--- config.mk ---
export PLATFORM = sky130hd
export DESIGN_NAME = square_tone_noise_sound_generator_unit_flat
export DESIGN_NICKNAME = d
export VERILOG_FILES = /design/src/hw/rtl/stng_pkg.sv /design/src/hw/rtl/stng_item_if.sv /design/src/hw/rtl/stng_result_if.sv /design/src/hw/rtl/stng_chan.sv /design/src/hw/rtl/stng_div.sv /design/src/hw/rtl/square_tone_noise_sound_generator_unit.sv /design/src/flat_wrapper.sv
export SDC_FILE = /design/constraint.sdc
export NUM_CORES = 1
export LEC_CHECK = 0
export BUFFER_PORTS_ARGS = -buffer_cell sky130_fd_sc_hd__buf_2
export CAP_MARGIN = 25
export CORE_ASPECT_RATIO = 1.4
export CORE_MARGIN = 1
export CORE_UTILIZATION = 54
export CTS_BUF_LIST = sky130_fd_sc_hd__clkbuf_16
export DETAILED_ROUTE_END_ITERATION = 8
export PLACE_DENSITY = 0.83
export RECOVER_POWER = 25
export SLEW_MARGIN = 20
export SYNTH_ARGS = -nofsm -noshare
export SYNTH_HDL_FRONTEND = slang
export SYNTH_SLANG_ARGS = --single-unit
--- constraint.sdc ---
create_clock -name clk_i -period 6.3 [get_ports clk_i]
set_clock_uncertainty 0.15 [all_clocks]
set_input_delay 0 -clock clk_i [delete_from_list [all_inputs] [get_ports clk_i]]
set_output_delay 0 -clock clk_i [all_outputs]
set_load 0.02 [all_outputs]
--- src/hw/rtl/stng_pkg.sv ---
// Shared types, widths and constants of the square tone / noise sound generator.
// Used by the interfaces, the channel step unit, the serial divider and the top level.
`default_nettype none

package stng_pkg;

  localparam int unsigned OP_W      = 2;
  localparam int unsigned BYTE_W    = 8;
  localparam int unsigned CLOCKS_W  = 10;
  localparam int unsigned CNT_W     = 10;
  localparam int unsigned ATT_W     = 4;
  localparam int unsigned GAIN_W    = 12;
  localparam int unsigned SUM_W     = 28;
  localparam int unsigned STEPS_W   = 14;
  localparam int unsigned LEVEL_W   = 14;
  localparam int unsigned LFSR_W    = 16;
  localparam int unsigned NCTL_W    = 3;
  localparam int unsigned LATCH_W   = 3;
  localparam int unsigned CH_W      = 2;

  localparam int unsigned CLOCK_DIVIDE_DEF = 16;
  localparam int unsigned DECAY_LIMIT_DEF  = 8192;
  localparam int unsigned MAX_LEVEL        = 16000;

  localparam logic [LFSR_W-1:0] LFSR_SEED  = 16'h8000;
  localparam logic [ATT_W-1:0]  ATT_SILENT = 4'hF;
  localparam logic [CNT_W-1:0]  CNT_RESET  = 10'd1;
  localparam logic [CNT_W-1:0]  RATE_FAST  = 10'h010;
  localparam logic [CNT_W-1:0]  RATE_MID   = 10'h020;
  localparam logic [CNT_W-1:0]  RATE_SLOW  = 10'h040;
  localparam logic [CH_W-1:0]   NOISE_CH   = 2'd3;

  typedef enum logic [OP_W-1:0] {
    OP_WRITE  = 2'd0,
    OP_TICK   = 2'd1,
    OP_SAMPLE = 2'd2
  } op_e;

  typedef enum logic [1:0] {
    RATE_SEL_FAST = 2'd0,
    RATE_SEL_MID  = 2'd1,
    RATE_SEL_SLOW = 2'd2,
    RATE_SEL_TONE = 2'd3
  } rate_sel_e;

  typedef struct packed {
    logic [CNT_W-1:0] cnt;
    logic             phase;
    logic             toggled;
  } chan_res_t;

  // Attenuator weight, 0 loudest and 15 silent.
  function automatic logic [GAIN_W-1:0] gain_lut(input logic [ATT_W-1:0] att);
    logic [GAIN_W-1:0] g;
    unique case (att)
      4'd0:    g = 12'd4000;
      4'd1:    g = 12'd3177;
      4'd2:    g = 12'd2524;
      4'd3:    g = 12'd2005;
      4'd4:    g = 12'd1592;
      4'd5:    g = 12'd1265;
      4'd6:    g = 12'd1005;
      4'd7:    g = 12'd798;
      4'd8:    g = 12'd634;
      4'd9:    g = 12'd503;
      4'd10:   g = 12'd400;
      4'd11:   g = 12'd318;
      4'd12:   g = 12'd252;
      4'd13:   g = 12'd201;
      4'd14:   g = 12'd159;
      default: g = 12'd0;
    endcase
    return g;
  endfunction

endpackage

`default_nettype wire

--- src/hw/rtl/stng_item_if.sv ---
// Input channel of the sound generator: valid/ready plus the item payload.
// Depends on stng_pkg for field widths.
`default_nettype none

interface stng_item_if
  import stng_pkg::*;
();
  logic                valid;
  logic                ready;
  logic [OP_W-1:0]     operation;
  logic [BYTE_W-1:0]   data_byte;
  logic [CLOCKS_W-1:0] clock_count;

  modport source (output valid, operation, data_byte, clock_count, input ready);
  modport sink   (input valid, operation, data_byte, clock_count, output ready);
endinterface

`default_nettype wire

--- src/hw/rtl/stng_result_if.sv ---
// Result channel of the sound generator: valid/ready plus the result payload.
// Depends on stng_pkg for field widths.
`default_nettype none

interface stng_result_if
  import stng_pkg::*;
();
  logic               valid;
  logic               ready;
  logic [LEVEL_W-1:0] sample_level;
  logic               audible;

  modport source (output valid, sample_level, audible, input ready);
  modport sink   (input valid, sample_level, audible, output ready);
endinterface

`default_nettype wire

--- src/hw/rtl/stng_chan.sv ---
// Shared channel step unit: one down-counter decrement, reload and phase toggle.
// The sequencer feeds it one channel per cycle. Depends on stng_pkg.
`default_nettype none

module stng_chan
  import stng_pkg::*;
(
  input  wire logic [CNT_W-1:0] cnt_i,
  input  wire logic [CNT_W-1:0] reload_i,
  input  wire logic             phase_i,
  input  wire logic             hold_i,
  output chan_res_t             res_o
);

  logic [CNT_W-1:0] dec;

  assign dec = cnt_i - CNT_W'(1);

  always_comb begin
    res_o = '{cnt: cnt_i, phase: phase_i, toggled: 1'b0};
    if (hold_i) begin
      // zero period: force the output high, leave the counter
      res_o.phase = 1'b1;
    end else if (dec == '0) begin
      res_o.cnt     = reload_i;
      res_o.phase   = ~phase_i;
      res_o.toggled = 1'b1;
    end else begin
      res_o.cnt = dec;
    end
  end

endmodule

`default_nettype wire

--- src/hw/rtl/stng_div.sv ---
// Restoring serial divider, one quotient bit per cycle, for the averaged level.
// Depends on stng_pkg for the sum, step and level widths.
`default_nettype none

module stng_div
  import stng_pkg::*;
(
  input  wire logic               clk_i,
  input  wire logic               rst_ni,
  input  wire logic               start_i,
  input  wire logic [SUM_W-1:0]   dividend_i,
  input  wire logic [STEPS_W-1:0] divisor_i,
  output logic                    done_o,
  output logic [LEVEL_W-1:0]      quotient_o
);

  localparam int unsigned ITER_W = $clog2(SUM_W);

  logic [STEPS_W-1:0] rem_q;
  logic [SUM_W-1:0]   quo_q;
  logic [STEPS_W-1:0] div_q;
  logic [ITER_W-1:0]  iter_q;
  logic               busy_q;
  logic               done_q;
  logic [STEPS_W+1:0] trial;
  logic               fits;

  assign trial = {1'b0, rem_q, quo_q[SUM_W-1]} - {2'b00, div_q};
  assign fits  = ~trial[STEPS_W+1];

  always_ff @(posedge clk_i or negedge rst_ni) begin
    if (!rst_ni) begin
      busy_q <= 1'b0;
      done_q <= 1'b0;
      iter_q <= '0;
      rem_q  <= '0;
      quo_q  <= '0;
      div_q  <= '0;
    end else begin
      done_q <= 1'b0;
      if (start_i) begin
        busy_q <= 1'b1;
        iter_q <= ITER_W'(SUM_W - 1);
        rem_q  <= '0;
        quo_q  <= dividend_i;
        div_q  <= divisor_i;
      end else if (busy_q) begin
        // shift in the next dividend bit and keep the remainder if it fits
        rem_q <= fits ? trial[STEPS_W-1:0] : {rem_q[STEPS_W-2:0], quo_q[SUM_W-1]};
        quo_q <= {quo_q[SUM_W-2:0], fits};
        if (iter_q == '0) begin
          busy_q <= 1'b0;
          done_q <= 1'b1;
        end else begin
          iter_q <= iter_q - ITER_W'(1);
        end
      end
    end
  end

  assign done_o     = done_q;
  assign quotient_o = quo_q[LEVEL_W-1:0];

endmodule

`default_nettype wire

--- src/hw/rtl/square_tone_noise_sound_generator_unit.sv ---
// Square tone / noise sound generator: three tone channels and one noise channel.
//
// item_i (valid/ready) carries operation, data_byte and clock_count; every item
// gives exactly one beat on result_o with sample_level and audible.
//   write byte : latch/data register write; result through the finish state.
//   tick       : adds clock_count to the prescaler; each CLOCK_DIVIDE clocks
//                run one step (a check plus one cycle per channel through the
//                shared step unit), then the accumulator and step count are
//                halved once the count reaches DECAY_LIMIT.
//   sample     : averaged level through the serial divider, one quotient bit a
//                cycle; zero, without the divider, when no step has run since the last sample.
// One item is in flight at a time: item_i.ready is high only when idle.
// The finished result sits in an output register; if the receiver stalls, the
// block waits with that item until the register frees, then accepts the next.
// Reset: all attenuators silent, periods zero, counters one, noise shifter
// seeded with its top bit, accumulator cleared; the block is ready right away.
`default_nettype none

module square_tone_noise_sound_generator_unit
  import stng_pkg::*;
#(
  parameter int unsigned CLOCK_DIVIDE = CLOCK_DIVIDE_DEF,
  parameter int unsigned DECAY_LIMIT  = DECAY_LIMIT_DEF
) (
  input  wire logic     clk_i,
  input  wire logic     rst_ni,
  stng_item_if.sink     item_i,
  stng_result_if.source result_o
);

  localparam int unsigned PRE_W = $clog2(CLOCK_DIVIDE + (1 << CLOCKS_W));

  typedef enum logic [2:0] {
    S_IDLE,
    S_TICK,
    S_STEP,
    S_DECAY,
    S_DIV,
    S_FINISH
  } state_e;

  state_e              state_q;
  logic [CNT_W-1:0]    tone_q [3];
  logic [NCTL_W-1:0]   nctl_q;
  logic [ATT_W-1:0]    att_q [4];
  logic [CNT_W-1:0]    cnt_q [4];
  logic [3:0]          phase_q;
  logic [LFSR_W-1:0]   lfsr_q;
  logic [LATCH_W-1:0]  latch_q;
  logic [PRE_W-1:0]    pre_q;
  logic [SUM_W-1:0]    sum_q;
  logic [STEPS_W-1:0]  steps_q;
  logic [CH_W-1:0]     ch_q;
  logic [LEVEL_W-1:0]  sample_q;
  logic                out_valid_q;
  logic [LEVEL_W-1:0]  out_level_q;
  logic                out_aud_q;

  logic                accept;
  logic                out_free;
  logic [LATCH_W-1:0]  reg_sel;
  logic [CH_W-1:0]     reg_chan;
  logic [CNT_W-1:0]    rate;
  logic [CNT_W-1:0]    reload;
  logic                hold;
  chan_res_t           res;
  logic                fb;
  logic [LFSR_W-1:0]   lfsr_next;
  logic                lvl_bit;
  logic [SUM_W-1:0]    gain_ext;
  logic                audible;
  logic                div_start;
  logic                div_done;
  logic [LEVEL_W-1:0]  quotient;

  assign accept   = item_i.valid && item_i.ready;
  assign out_free = !out_valid_q || result_o.ready;
  assign reg_sel  = item_i.data_byte[7] ? item_i.data_byte[6:4] : latch_q;
  assign reg_chan = reg_sel[2:1];
  assign audible  = (att_q[0] != ATT_SILENT) || (att_q[1] != ATT_SILENT) ||
                    (att_q[2] != ATT_SILENT) || (att_q[3] != ATT_SILENT);

  always_comb begin
    unique case (rate_sel_e'(nctl_q[1:0]))
      RATE_SEL_FAST: rate = RATE_FAST;
      RATE_SEL_MID:  rate = RATE_MID;
      RATE_SEL_SLOW: rate = RATE_SLOW;
      RATE_SEL_TONE: rate = (tone_q[2] == '0) ? CNT_RESET : tone_q[2];
      default:       rate = RATE_FAST;
    endcase
  end

  always_comb begin
    unique case (ch_q)
      2'd0:    begin reload = tone_q[0]; hold = (tone_q[0] == '0); end
      2'd1:    begin reload = tone_q[1]; hold = (tone_q[1] == '0); end
      2'd2:    begin reload = tone_q[2]; hold = (tone_q[2] == '0); end
      default: begin reload = rate;      hold = 1'b0;              end
    endcase
  end

  stng_chan u_chan (
    .cnt_i    (cnt_q[ch_q]),
    .reload_i (reload),
    .phase_i  (phase_q[ch_q]),
    .hold_i   (hold),
    .res_o    (res)
  );

  // white noise taps bits 0 and 3, periodic noise recirculates bit 0
  assign fb        = nctl_q[2] ? (lfsr_q[0] ^ lfsr_q[3]) : lfsr_q[0];
  assign lfsr_next = (ch_q == NOISE_CH && res.toggled && res.phase) ?
                     {fb, lfsr_q[LFSR_W-1:1]} : lfsr_q;
  assign lvl_bit   = (ch_q == NOISE_CH) ? lfsr_next[0] : res.phase;
  assign gain_ext  = lvl_bit ? SUM_W'(gain_lut(att_q[ch_q])) : '0;

  assign div_start = accept && op_e'(item_i.operation) == OP_SAMPLE && steps_q != '0;

  stng_div u_div (
    .clk_i      (clk_i),
    .rst_ni     (rst_ni),
    .start_i    (div_start),
    .dividend_i (sum_q),
    .divisor_i  (steps_q),
    .done_o     (div_done),
    .quotient_o (quotient)
  );

  always_ff @(posedge clk_i or negedge rst_ni) begin
    if (!rst_ni) begin
      state_q     <= S_IDLE;
      tone_q      <= '{default: '0};
      nctl_q      <= '0;
      att_q       <= '{default: ATT_SILENT};
      cnt_q       <= '{default: CNT_RESET};
      phase_q     <= '0;
      lfsr_q      <= LFSR_SEED;
      latch_q     <= '0;
      pre_q       <= '0;
      sum_q       <= '0;
      steps_q     <= '0;
      ch_q        <= '0;
      sample_q    <= '0;
      out_valid_q <= 1'b0;
      out_level_q <= '0;
      out_aud_q   <= 1'b0;
    end else begin
      // the finish state sets the output register itself
      if (result_o.ready && (state_q != S_FINISH)) begin
        out_valid_q <= 1'b0;
      end
      unique case (state_q)
        S_IDLE: begin
          if (accept) begin
            sample_q <= '0;
            unique case (item_i.operation)
              OP_WRITE: begin
                state_q <= S_FINISH;
                if (item_i.data_byte[7]) begin
                  latch_q <= item_i.data_byte[6:4];
                end
                if (reg_sel[0]) begin
                  att_q[reg_chan] <= item_i.data_byte[ATT_W-1:0];
                end else if (reg_chan == NOISE_CH) begin
                  nctl_q <= item_i.data_byte[NCTL_W-1:0];
                  lfsr_q <= LFSR_SEED;
                end else if (item_i.data_byte[7]) begin
                  tone_q[reg_chan] <= {tone_q[reg_chan][CNT_W-1:4], item_i.data_byte[3:0]};
                end else begin
                  tone_q[reg_chan] <= {item_i.data_byte[5:0], tone_q[reg_chan][3:0]};
                end
              end
              OP_TICK: begin
                pre_q   <= pre_q + PRE_W'(item_i.clock_count);
                state_q <= S_TICK;
              end
              OP_SAMPLE: begin
                if (steps_q != '0) begin
                  state_q <= S_DIV;
                end else begin
                  sum_q   <= '0;
                  state_q <= S_FINISH;
                end
              end
              default: state_q <= S_FINISH;
            endcase
          end
        end
        S_TICK: begin
          if (pre_q >= PRE_W'(CLOCK_DIVIDE)) begin
            pre_q   <= pre_q - PRE_W'(CLOCK_DIVIDE);
            ch_q    <= '0;
            state_q <= S_STEP;
          end else begin
            state_q <= S_DECAY;
          end
        end
        S_STEP: begin
          // advance one channel and fold its level into the accumulator
          cnt_q[ch_q]   <= res.cnt;
          phase_q[ch_q] <= res.phase;
          lfsr_q        <= lfsr_next;
          sum_q         <= sum_q + gain_ext;
          ch_q          <= ch_q + CH_W'(1);
          if (ch_q == NOISE_CH) begin
            steps_q <= steps_q + STEPS_W'(1);
            state_q <= S_TICK;
          end
        end
        S_DECAY: begin
          if (steps_q >= STEPS_W'(DECAY_LIMIT)) begin
            sum_q   <= sum_q >> 1;
            steps_q <= steps_q >> 1;
          end
          state_q <= S_FINISH;
        end
        S_DIV: begin
          if (div_done) begin
            sample_q <= quotient;
            sum_q    <= '0;
            steps_q  <= '0;
            state_q  <= S_FINISH;
          end
        end
        S_FINISH: begin
          // hold the result until the output register frees
          if (out_free) begin
            out_valid_q <= 1'b1;
            out_level_q <= sample_q;
            out_aud_q   <= audible;
            state_q     <= S_IDLE;
          end
        end
        default: state_q <= S_IDLE;
      endcase
    end
  end

  assign item_i.ready          = (state_q == S_IDLE);
  assign result_o.valid        = out_valid_q;
  assign result_o.sample_level = out_level_q;
  assign result_o.audible      = out_aud_q;

  a_busy_after_accept: assert property (@(posedge clk_i) disable iff (!rst_ni)
    accept |=> !item_i.ready)
    else $error("input accepted twice in a row");

  a_prescaler_bound: assert property (@(posedge clk_i) disable iff (!rst_ni)
    state_q == S_IDLE |-> pre_q < PRE_W'(CLOCK_DIVIDE))
    else $error("prescaler left at or above the divide");

  a_steps_decayed: assert property (@(posedge clk_i) disable iff (!rst_ni)
    state_q == S_IDLE |-> steps_q < STEPS_W'(DECAY_LIMIT))
    else $error("step count not decayed after tick");

  a_step_counted: assert property (@(posedge clk_i) disable iff (!rst_ni)
    state_q == S_STEP && ch_q == NOISE_CH |=> steps_q == $past(steps_q) + STEPS_W'(1))
    else $error("step not counted after last channel");

  a_level_bound: assert property (@(posedge clk_i) disable iff (!rst_ni)
    out_valid_q |-> out_level_q <= LEVEL_W'(MAX_LEVEL))
    else $error("averaged level above full scale");

endmodule

`default_nettype wire

--- src/flat_wrapper.sv ---
// flat-port wrapper written by rule: the top's interface ports become plain ports
module square_tone_noise_sound_generator_unit_flat import stng_pkg::*;
#(
  parameter int unsigned CLOCK_DIVIDE = CLOCK_DIVIDE_DEF,
  parameter int unsigned DECAY_LIMIT  = DECAY_LIMIT_DEF
)
  (clk_i, rst_ni, item_i_valid, item_i_operation, item_i_data_byte, item_i_clock_count, item_i_ready, result_o_valid, result_o_sample_level, result_o_audible, result_o_ready);
  stng_item_if item_i_i ();
  stng_result_if result_o_i ();
  input  wire logic clk_i;
  input  wire logic rst_ni;
  input wire logic [$bits(item_i_i.valid)-1:0] item_i_valid;
  input wire logic [$bits(item_i_i.operation)-1:0] item_i_operation;
  input wire logic [$bits(item_i_i.data_byte)-1:0] item_i_data_byte;
  input wire logic [$bits(item_i_i.clock_count)-1:0] item_i_clock_count;
  output wire logic [$bits(item_i_i.ready)-1:0] item_i_ready;
  output wire logic [$bits(result_o_i.valid)-1:0] result_o_valid;
  output wire logic [$bits(result_o_i.sample_level)-1:0] result_o_sample_level;
  output wire logic [$bits(result_o_i.audible)-1:0] result_o_audible;
  input wire logic [$bits(result_o_i.ready)-1:0] result_o_ready;
  assign item_i_i.valid = item_i_valid;
  assign item_i_i.operation = item_i_operation;
  assign item_i_i.data_byte = item_i_data_byte;
  assign item_i_i.clock_count = item_i_clock_count;
  assign item_i_ready = item_i_i.ready;
  assign result_o_valid = result_o_i.valid;
  assign result_o_sample_level = result_o_i.sample_level;
  assign result_o_audible = result_o_i.audible;
  assign result_o_i.ready = result_o_ready;
  square_tone_noise_sound_generator_unit #(.CLOCK_DIVIDE(CLOCK_DIVIDE), .DECAY_LIMIT(DECAY_LIMIT)) u_core (.clk_i(clk_i), .rst_ni(rst_ni), .item_i(item_i_i), .result_o(result_o_i));
endmodule
==> results of run 1 <==
[worst min-delay path by stage]
stage / endpoint / startpoint / cells past startpoint
finish: u_core.u_div.busy_q$_DFF_PN0_ / item_i_operation[1] / 5
global route: u_core.u_div.iter_q[0]$_DFFE_PN0P_ / item_i_operation[1] / 5
CTS: u_core.state_q[0]$_DFFE_PN0P_ / item_i_operation[1] / 7
detailed placement: u_core.tone_q[23]$_DFFE_PN0P_ / rst_ni / 1
global placement: u_core.tone_q[23]$_DFFE_PN0P_ / rst_ni / 1
floorplan: u_core.ch_q[0]$_DFFE_PN0P_ / rst_ni / 0
[cells by family (layout without fill, tap and decap cells)]
| family | after synthesis | after routing |
|---|---|---|
| flops | 263 | 263 |
| buf+inv | 160 | 210 |
| xor+xnor | 32 | 32 |
| fa+ha+maj | 63 | 63 |
| simple gates | 454 | 454 |
| compound gates | 464 | 464 |
| mux | 119 | 119 |
[cell type report]
type,instances,area [um2]
well taps,370,463
inverters,77,289
clock inverters,20,178
multi-input cells,1132,7890
flip-flops and latches,263,6610
fillers,2230,10900
clock buffers,26,651
repair buffers,87,621
[power breakdown]
group	internal (uW)	total, uW	switching (uW)
sequential	2220	2680	457
combinational	1890	4610	2730
clock	841	1520	676
total	4950	8810	3860
[critical path: stages (launching register included)]
cell	delay, ps
sky130_fd_sc_hd__dfrtp_1	630
sky130_fd_sc_hd__mux4_2	620
sky130_fd_sc_hd__inv_2	110
sky130_fd_sc_hd__ha_1	320
sky130_fd_sc_hd__nor2b_2	220
sky130_fd_sc_hd__and4_4	290
sky130_fd_sc_hd__xnor2_4	190
sky130_fd_sc_hd__a31oi_4	130
sky130_fd_sc_hd__nor3b_2	270
sky130_fd_sc_hd__mux2_4	300
sky130_fd_sc_hd__nor3_2	70
sky130_fd_sc_hd__ha_1	210
sky130_fd_sc_hd__fa_1	400
sky130_fd_sc_hd__a21o_1	180
sky130_fd_sc_hd__a21oi_1	250
sky130_fd_sc_hd__o21bai_1	100
sky130_fd_sc_hd__a21oi_1	340
sky130_fd_sc_hd__o21ai_0	280
sky130_fd_sc_hd__and2_1	310
sky130_fd_sc_hd__a32oi_1	240
sky130_fd_sc_hd__o22ai_1	100
[cell usage after synthesis, types with 16 or more instances]
cell type and number:
sky130_fd_sc_hd__dfrtp_1 242, sky130_fd_sc_hd__o21ai_0 170, sky130_fd_sc_hd__nand2_1 158, sky130_fd_sc_hd__nor2_1 99, sky130_fd_sc_hd__a21oi_1 75, sky130_fd_sc_hd__clkbuf_1 73
sky130_fd_sc_hd__inv_1 72, sky130_fd_sc_hd__mux2_2 66, sky130_fd_sc_hd__ha_1 60, sky130_fd_sc_hd__mux2i_1 36, sky130_fd_sc_hd__nand3_1 32, sky130_fd_sc_hd__nor3_1 32
sky130_fd_sc_hd__a22o_1 30, sky130_fd_sc_hd__dfstp_2 21, sky130_fd_sc_hd__a22oi_1 20, sky130_fd_sc_hd__a31oi_1 20, sky130_fd_sc_hd__and3_1 20, sky130_fd_sc_hd__nor2b_1 17
sky130_fd_sc_hd__xnor2_1 17, sky130_fd_sc_hd__mux4_2 16
[metal layers]
metal	share of wire	vias up	GRT usage	wire, um
met3	0.050	103	0.0258	1780
li1	-	5768	-	-
met5	0	-	0	0
met2	0.52	433	0.449	18800
met4	0.035	0	0.108	1260
met1	0.39	6141	0.297	14000
[repair_timing]
item / 4_1_cts / 5_1_grt
hold buffers: 30 / 0
endpoints found under the hold margin: 169 / 0
resized for setup: 0 / 0
setup buffers: 0 / 0
[state kept, by name, indices dropped and copies added (netlist names), 11 cells and up]
signal / flops
u_core.sum_q: 28
u_core.att_q: 16
u_core.sample_q: 14
u_core.cnt_q: 40
u_core.tone_q: 30
u_core.result_o.sample_level: 14
u_core.pre_q: 11
u_core.lfsr_q: 16
u_core.u_div.rem_q: 14
u_core.u_div.div_q: 14
u_core.u_div.quo_q: 28
u_core.steps_q: 14
[stage by stage]
step / utilization / cells / hold WS, ps / area [um2] / setup WS, ps
after detailed placement: 0.565 / 1895 / -107 / 15600 / 499
final: 0.606 / 1975 / 70.7 / 16700 / 399
after global placement: 0.565 / 1895 / -105 / 15600 / 737
after CTS: 0.606 / 1971 / 56.1 / 16700 / 445
after global routing: 0.606 / 1975 / 106 / 16700 / 2.55
after floorplan: - / 1555 / -446 / 15100 / 1070
==> key figures, run 1 <==
Run status
  • Outcome: finished, violations left
  • Violated checks: capacitance limit, slew limit

Route
  • Starting DRT DRC Count: approximately 850
  • Post-DR wirelength/cell: between 15 and 20 um
  • Total vias in the final route: 12.4k
  • Drt first pass iters: 5
  • Number of nets with antenna violations after routing: 0
  • Number of vias per cell after detailed routing: 6.30
  • Wire length after detailed routing: about 36,000 um
  • DRC viols: 0

Synth
  • Synthesized flop and latch total: between 200 and 300
  • Mux cell area share after synthesis: 0.0978
  • Share of the synthesized area in the top cell type: 0.401
  • Cells taking the most area after synthesis: sky130_fd_sc_hd__dfrtp_1 (40%), sky130_fd_sc_hd__o21ai_0 (5.6%), sky130_fd_sc_hd__ha_1 (5.0%), sky130_fd_sc_hd__mux2_2 (4.9%), sky130_fd_sc_hd__nand2_1 (3.9%)
  • Number of warnings issued by yosys: 0
  • Complex-gate fraction of the synthesized area: 0.202
  • Cell area after synthesis: 15,100 um2
  • Post-synth net total: 1,642
  • Leading register cell type out of synthesis: sky130_fd_sc_hd__dfrtp_1
  • Post-synth ARST share: 1.00
  • Post-synthesis share of cell area spent on xor and xnor gates: 0.0210
  • Post-synthesis cell type with the largest combined area: sky130_fd_sc_hd__dfrtp_1
  • Post-synthesis share of cell area spent on and, or, nand and nor gates: 0.147
  • Post-synthesis cell count: ~1.6k
  • Dominant combinational cell family by area after synthesis: compound AO/OA/AOI/OAI gates
  • Post-synthesis average cell area: ~9.7 um2
  • Number of enable flip-flop cells after synthesis: 0
  • Sequential area share after synthesis: 0.437
  • Distinct cell type count after synthesis: 87
  • Fraction of the mapped netlist area in adder cells: 0.0536

Finish
  • Final antenna diode count: 0
  • Leading cell type in the layout, fill and taps excluded: sky130_fd_sc_hd__dfrtp_1
  • Nets: between 1.5k and 2k
  • Layout-stage area growth over the synthesis result: 10.5%
  • Fraction of final layout cells with drive strength greater than 1: 0.138
  • Commonest non-fill, non-tap cells in the layout: sky130_fd_sc_hd__dfrtp_1 (241), sky130_fd_sc_hd__o21ai_0 (170), sky130_fd_sc_hd__nand2_1 (158), sky130_fd_sc_hd__nor2_1 (99), sky130_fd_sc_hd__a21oi_1 (75)

Timing
  • Setup repair after global routing missed its margin: no
  • Least-Margin Pin Slew: 4040 ps
  • Total setup violations reported at the end of the flow: 0
  • Final-report max-slew violation count: 79
  • Slew headroom: -1.69
  • Minimum clock period: 5900 ps
  • Period utilisation layout: 0.937
  • Sum of negative setup slack: 0 ps
  • Number of hold-slack violations in the final timing report: 0
  • Fmax: between 0.15 and 0.2 GHz

GRT
  • Via count of the first global-routing pass: 12.0k
  • Antenna violations before repair: 0
  • Global-route wire length before repair: a little under 60,000 um
  • Largest net degree at the start of global routing: between 150 and 200
  • Combined global-route utilization of all metal layers: 0.248
  • GRT Residual Overflow: 0

Setup path
  • Type of destination of the critical path: flop
  • Worst r2r src: u_core.ch_q[0]$_DFFE_PN0P_
  • Type of the worst setup path: flop to flop
  • Last element of the critical path: u_core.sum_q[12]$_DFFE_PN0P_
  • Arrival time at the worst endpoint: 6120 ps
  • Cells on worst reg2reg path: 20
  • Required arrival time at the worst endpoint: ~6500 ps
  • Category of the worst setup path launch point: flop
  • Worst R2R End: u_core.sum_q[12]$_DFFE_PN0P_
  • Critical path fanouts, max: 12
  • Register-to-Register Setup Slack: 400 ps
  • Launching instance or port of the critical path: u_core.ch_q[0]$_DFFE_PN0P_

Clocking
  • Clock sink total: between 200 and 300
  • Clock-pin slew of the registers on the worst-case setup and hold paths: approximately 70 ps
  • CTS HTree Levels: 1
  • Clock buffers created by TritonCTS: 26
  • Root Buffer: sky130_fd_sc_hd__clkbuf_16
  • Clock tree from TritonCTS: done
  • Clock Latency Late Sink: 550 ps
  • Max Buffers Root-to-Sink: 3

Power and ir drop
  • Largest vdd supply drop: around 280 uV
  • Static Leak: 0.00740 uW
  • Cell area power density: 527 nW/um2
  • Design Power: just under 9000 uW

Die
  • Chip height: 200 um
  • Number of placement rows: 72
  • Core footprint: 27,600 um2
  • Horizontal die dimension: 143 um
  • Number of primary I/O pins: 41
  • Starting density of the core: 0.548
  • Area of the die: 28,700 um2

Place
  • Final Wtd Congestion: 0.901
  • Quantity of I/O buffers inserted on ports: 40
  • Post-DP HPWL: 24,400 um

Min path
  • Worst hold path class: input port to flop

Job
  • Max-capacitance violation count: 1
No activity file was read; power rests on OpenSTA's default activity.
==> run 2, diff against run 1 <==
- clock period: 6.3 -> 6.7 ns (I/O delays scaled with it)
==> key figures, run 2 (same netlist as run 1, synthesis figures left out) <==
Run status
  • Outcome: finished, violations left
  • Violated checks: capacitance limit, slew limit

Place
  • Setup Slack @ Placement: 946 ps (+447 ps)
  • Quantity of I/O buffers inserted on ports: 40 (unchanged)
  • Post-DP HPWL: 24,700 um (+1.1%)
  • Final Wtd Congestion: 0.910 (+1.0%)

Die
  • Core footprint: 27,600 um2 (unchanged)
  • Horizontal die dimension: 143 um (unchanged)
  • Number of placement rows: 72 (unchanged)
  • Area of the die: 28,700 um2 (unchanged)
  • Starting density of the core: 0.548 (unchanged)
  • Number of primary I/O pins: 41 (unchanged)
  • Chip height: 200 um (unchanged)

Power and ir drop
  • Design Power: 8260 uW (-6.3%)
  • Static Leak: 0.00742 uW (+0.24%)
  • Largest vdd supply drop: 277 uV (+0.13%)
  • Cell area power density: 493 nW/um2 (-6.5%)

Route
  • Number of nets with antenna violations after routing: 0 (unchanged)
  • Drt first pass iters: 5 (unchanged)
  • Total vias in the final route: 12.4k (-0.040%)
  • Wire length after detailed routing: 36,300 um (+1.0%)
  • Post-DR wirelength/cell: 18.3 um (+0.84%)
  • Starting DRT DRC Count: 776 (-8.2%)
  • DRC viols: 0 (unchanged)
  • Number of vias per cell after detailed routing: 6.29 (-0.24%)

Timing
  • Total setup violations reported at the end of the flow: 0 (unchanged)
  • Slew headroom: -0.962 (+0.732)
  • Sum of negative setup slack: 0 ps (unchanged)
  • Period utilisation layout: 0.870 (-0.0663)
  • Fmax: 0.171 GHz (+1.2%)
  • Final hold slack: 160 ps (+88.9 ps)
  • Setup repair after global routing missed its margin: no
  • Minimum clock period: 5830 ps (-69.2 ps)
  • Number of hold-slack violations in the final timing report: 0 (unchanged)
  • Post-route worst setup slack: 868 ps (+469 ps)
  • Least-Margin Pin Slew: 2940 ps (-1100 ps)
  • Final-report max-slew violation count: 145 (+84%)

Setup path
  • Required arrival time at the worst endpoint: 6940 ps (+420 ps)
  • Type of the worst setup path: flop to flop
  • Type of destination of the critical path: flop
  • Category of the worst setup path launch point: flop
  • Launching instance or port of the critical path: u_core.ch_q[0]$_DFFE_PN0P_
  • Critical path fanouts, max: 12 (unchanged)
  • Worst r2r src: u_core.ch_q[0]$_DFFE_PN0P_
  • Arrival time at the worst endpoint: 6070 ps (-50 ps)

Clocking
  • Post-cts gate resize count: 0 (unchanged)
  • Clock tree from TritonCTS: done
  • Max Buffers Root-to-Sink: 3 (unchanged)
  • Clock Latency Late Sink: 570 ps (+20 ps)
  • CTS HTree Levels: 1 (unchanged)
  • Count of hold-fix buffers inserted at cts: 34 (+13%)
  • Clock sink total: 263 (unchanged)
  • Root Buffer: sky130_fd_sc_hd__clkbuf_16
  • Post-CTS setup-driven buffer insertion count: 0 (unchanged)
  • Clock buffers created by TritonCTS: 26 (unchanged)
  • Clock-pin slew of the registers on the worst-case setup and hold paths: 60 ps (about the same)

Finish
  • Nets: 1,678 (+0.24%)
  • Leading cell type in the layout, fill and taps excluded: sky130_fd_sc_hd__dfrtp_1
  • FF/Latch Area: 6610 um2 (unchanged)
  • Multi-input combinational cell area: 7900 um2 (about the same)
  • Largest registers: u_core.cnt_q x40, u_core.tone_q x30
  • Layout-stage area growth over the synthesis result: 10.7%
  • Register with the most flip-flops: u_core.cnt_q
  • Commonest non-fill, non-tap cells in the layout: sky130_fd_sc_hd__dfrtp_1 (241), sky130_fd_sc_hd__o21ai_0 (170), sky130_fd_sc_hd__nand2_1 (158), sky130_fd_sc_hd__nor2_1 (99), sky130_fd_sc_hd__a21oi_1 (75)
  • Fraction of final layout cells with drive strength greater than 1: 0.137 (-0.000965)
  • Final antenna diode count: 0 (unchanged)
  • Flip-flop count of the largest register, all copies and words added: 40 (unchanged)
  • Core occupancy in the finished layout: 0.607 (+0.000998)
  • Fill cell total of the finished layout: 2,261 (+1.4%)

GRT
  • Largest net degree at the start of global routing: 144 (-16%)
  • GRT Residual Overflow: 0 (unchanged)
  • Global-route wire length before repair: 58,700 um (+1.5%)
  • Antenna violations before repair: 0 (unchanged)
  • Combined global-route utilization of all metal layers: 0.253 (+0.00513)
  • Via count of the first global-routing pass: 12.0k (+0.69%)

Min path
  • Min-delay src: result_o_ready
  • Worst hold path class: input port to flop

Job
  • Max-capacitance violation count: 2 (+1)
run 2: cell count changes in the layout (fill, tap and decap cells not counted), moves of 2 or more:
| cell | change |
|---|---|
| sky130_fd_sc_hd__clkbuf_4 | -2 |
| sky130_fd_sc_hd__clkinv_1 | +2 |
| sky130_fd_sc_hd__clkinvlp_4 | -2 |
| sky130_fd_sc_hd__dlygate4sd3_1 | +6 |
| sky130_fd_sc_hd__inv_4 | +2 |
run 2: worst max-delay path: stages (launching register included):
cell,delay (ps)
sky130_fd_sc_hd__dfrtp_1,630
sky130_fd_sc_hd__mux4_2,620
sky130_fd_sc_hd__inv_1,140
sky130_fd_sc_hd__ha_1,330
sky130_fd_sc_hd__nor2b_2,210
sky130_fd_sc_hd__and4_4,280
sky130_fd_sc_hd__xnor2_4,180
sky130_fd_sc_hd__a31oi_4,130
sky130_fd_sc_hd__nor3b_2,260
sky130_fd_sc_hd__mux2_4,300
sky130_fd_sc_hd__nor3_2,70
sky130_fd_sc_hd__ha_1,210
sky130_fd_sc_hd__fa_1,410
sky130_fd_sc_hd__a21o_1,180
sky130_fd_sc_hd__a21oi_1,220
sky130_fd_sc_hd__o21bai_1,90
sky130_fd_sc_hd__a21oi_1,350
sky130_fd_sc_hd__o21ai_0,280
sky130_fd_sc_hd__and2_1,300
sky130_fd_sc_hd__a32oi_1,230
sky130_fd_sc_hd__o22ai_1,100
run 2: layout make-up:
type / instances / share of cell area
tap: 370 / 0.0277
clock buffer: 27 / 0.0404
inverter: 77 / 0.0173
sequential: 263 / 0.395
multi-input combinational: 1132 / 0.472
timing repair buffer: 91 / 0.0394
clock inverter: 19 / 0.00815
run 2: path summary, 6_finish.rpt:
kind / to / cells past startpoint / slack (ps)
min: u_core.result_o.valid$_DFF_PN0_ / 4 / 160
max reg2reg: u_core.sum_q[12]$_DFFE_PN0P_ / 20 / 870
max: u_core.sum_q[12]$_DFFE_PN0P_ / 20 / 870
min reg2reg: u_core.cnt_q[11]$_DFFE_PN0P_ / 2 / 330
min in group asynchronous: u_core.tone_q[23]$_DFFE_PN0P_ / 3 / 1320
max in group asynchronous: u_core.result_o.sample_level[3]$_DFFE_PN0P_ / 4 / 1740
run 2: per-stage QoR:
stage	instances	area, um2
2_1_floorplan	1555	15100
3_3_place_gp	1896	15600
3_5_place_dp	1896	15600
4_1_cts	1976	16700
5_1_grt	1979	16700
6_report	1979	16700
run 2: report_power, final:
| group | switching (uW) | internal (uW) | total [uW] |
|---|---|---|---|
| clock | 633 | 772 | 1410 |
| sequential | 435 | 2090 | 2520 |
| combinational | 2550 | 1770 | 4330 |
run 2: layer usage:
layer  share of wire  global-route usage  routed length [um]
met1            0.39               0.297               14200
met2            0.53               0.458               19100
met3           0.046              0.0332                1660
met4           0.034               0.114                1230
met5               0                   0                   0
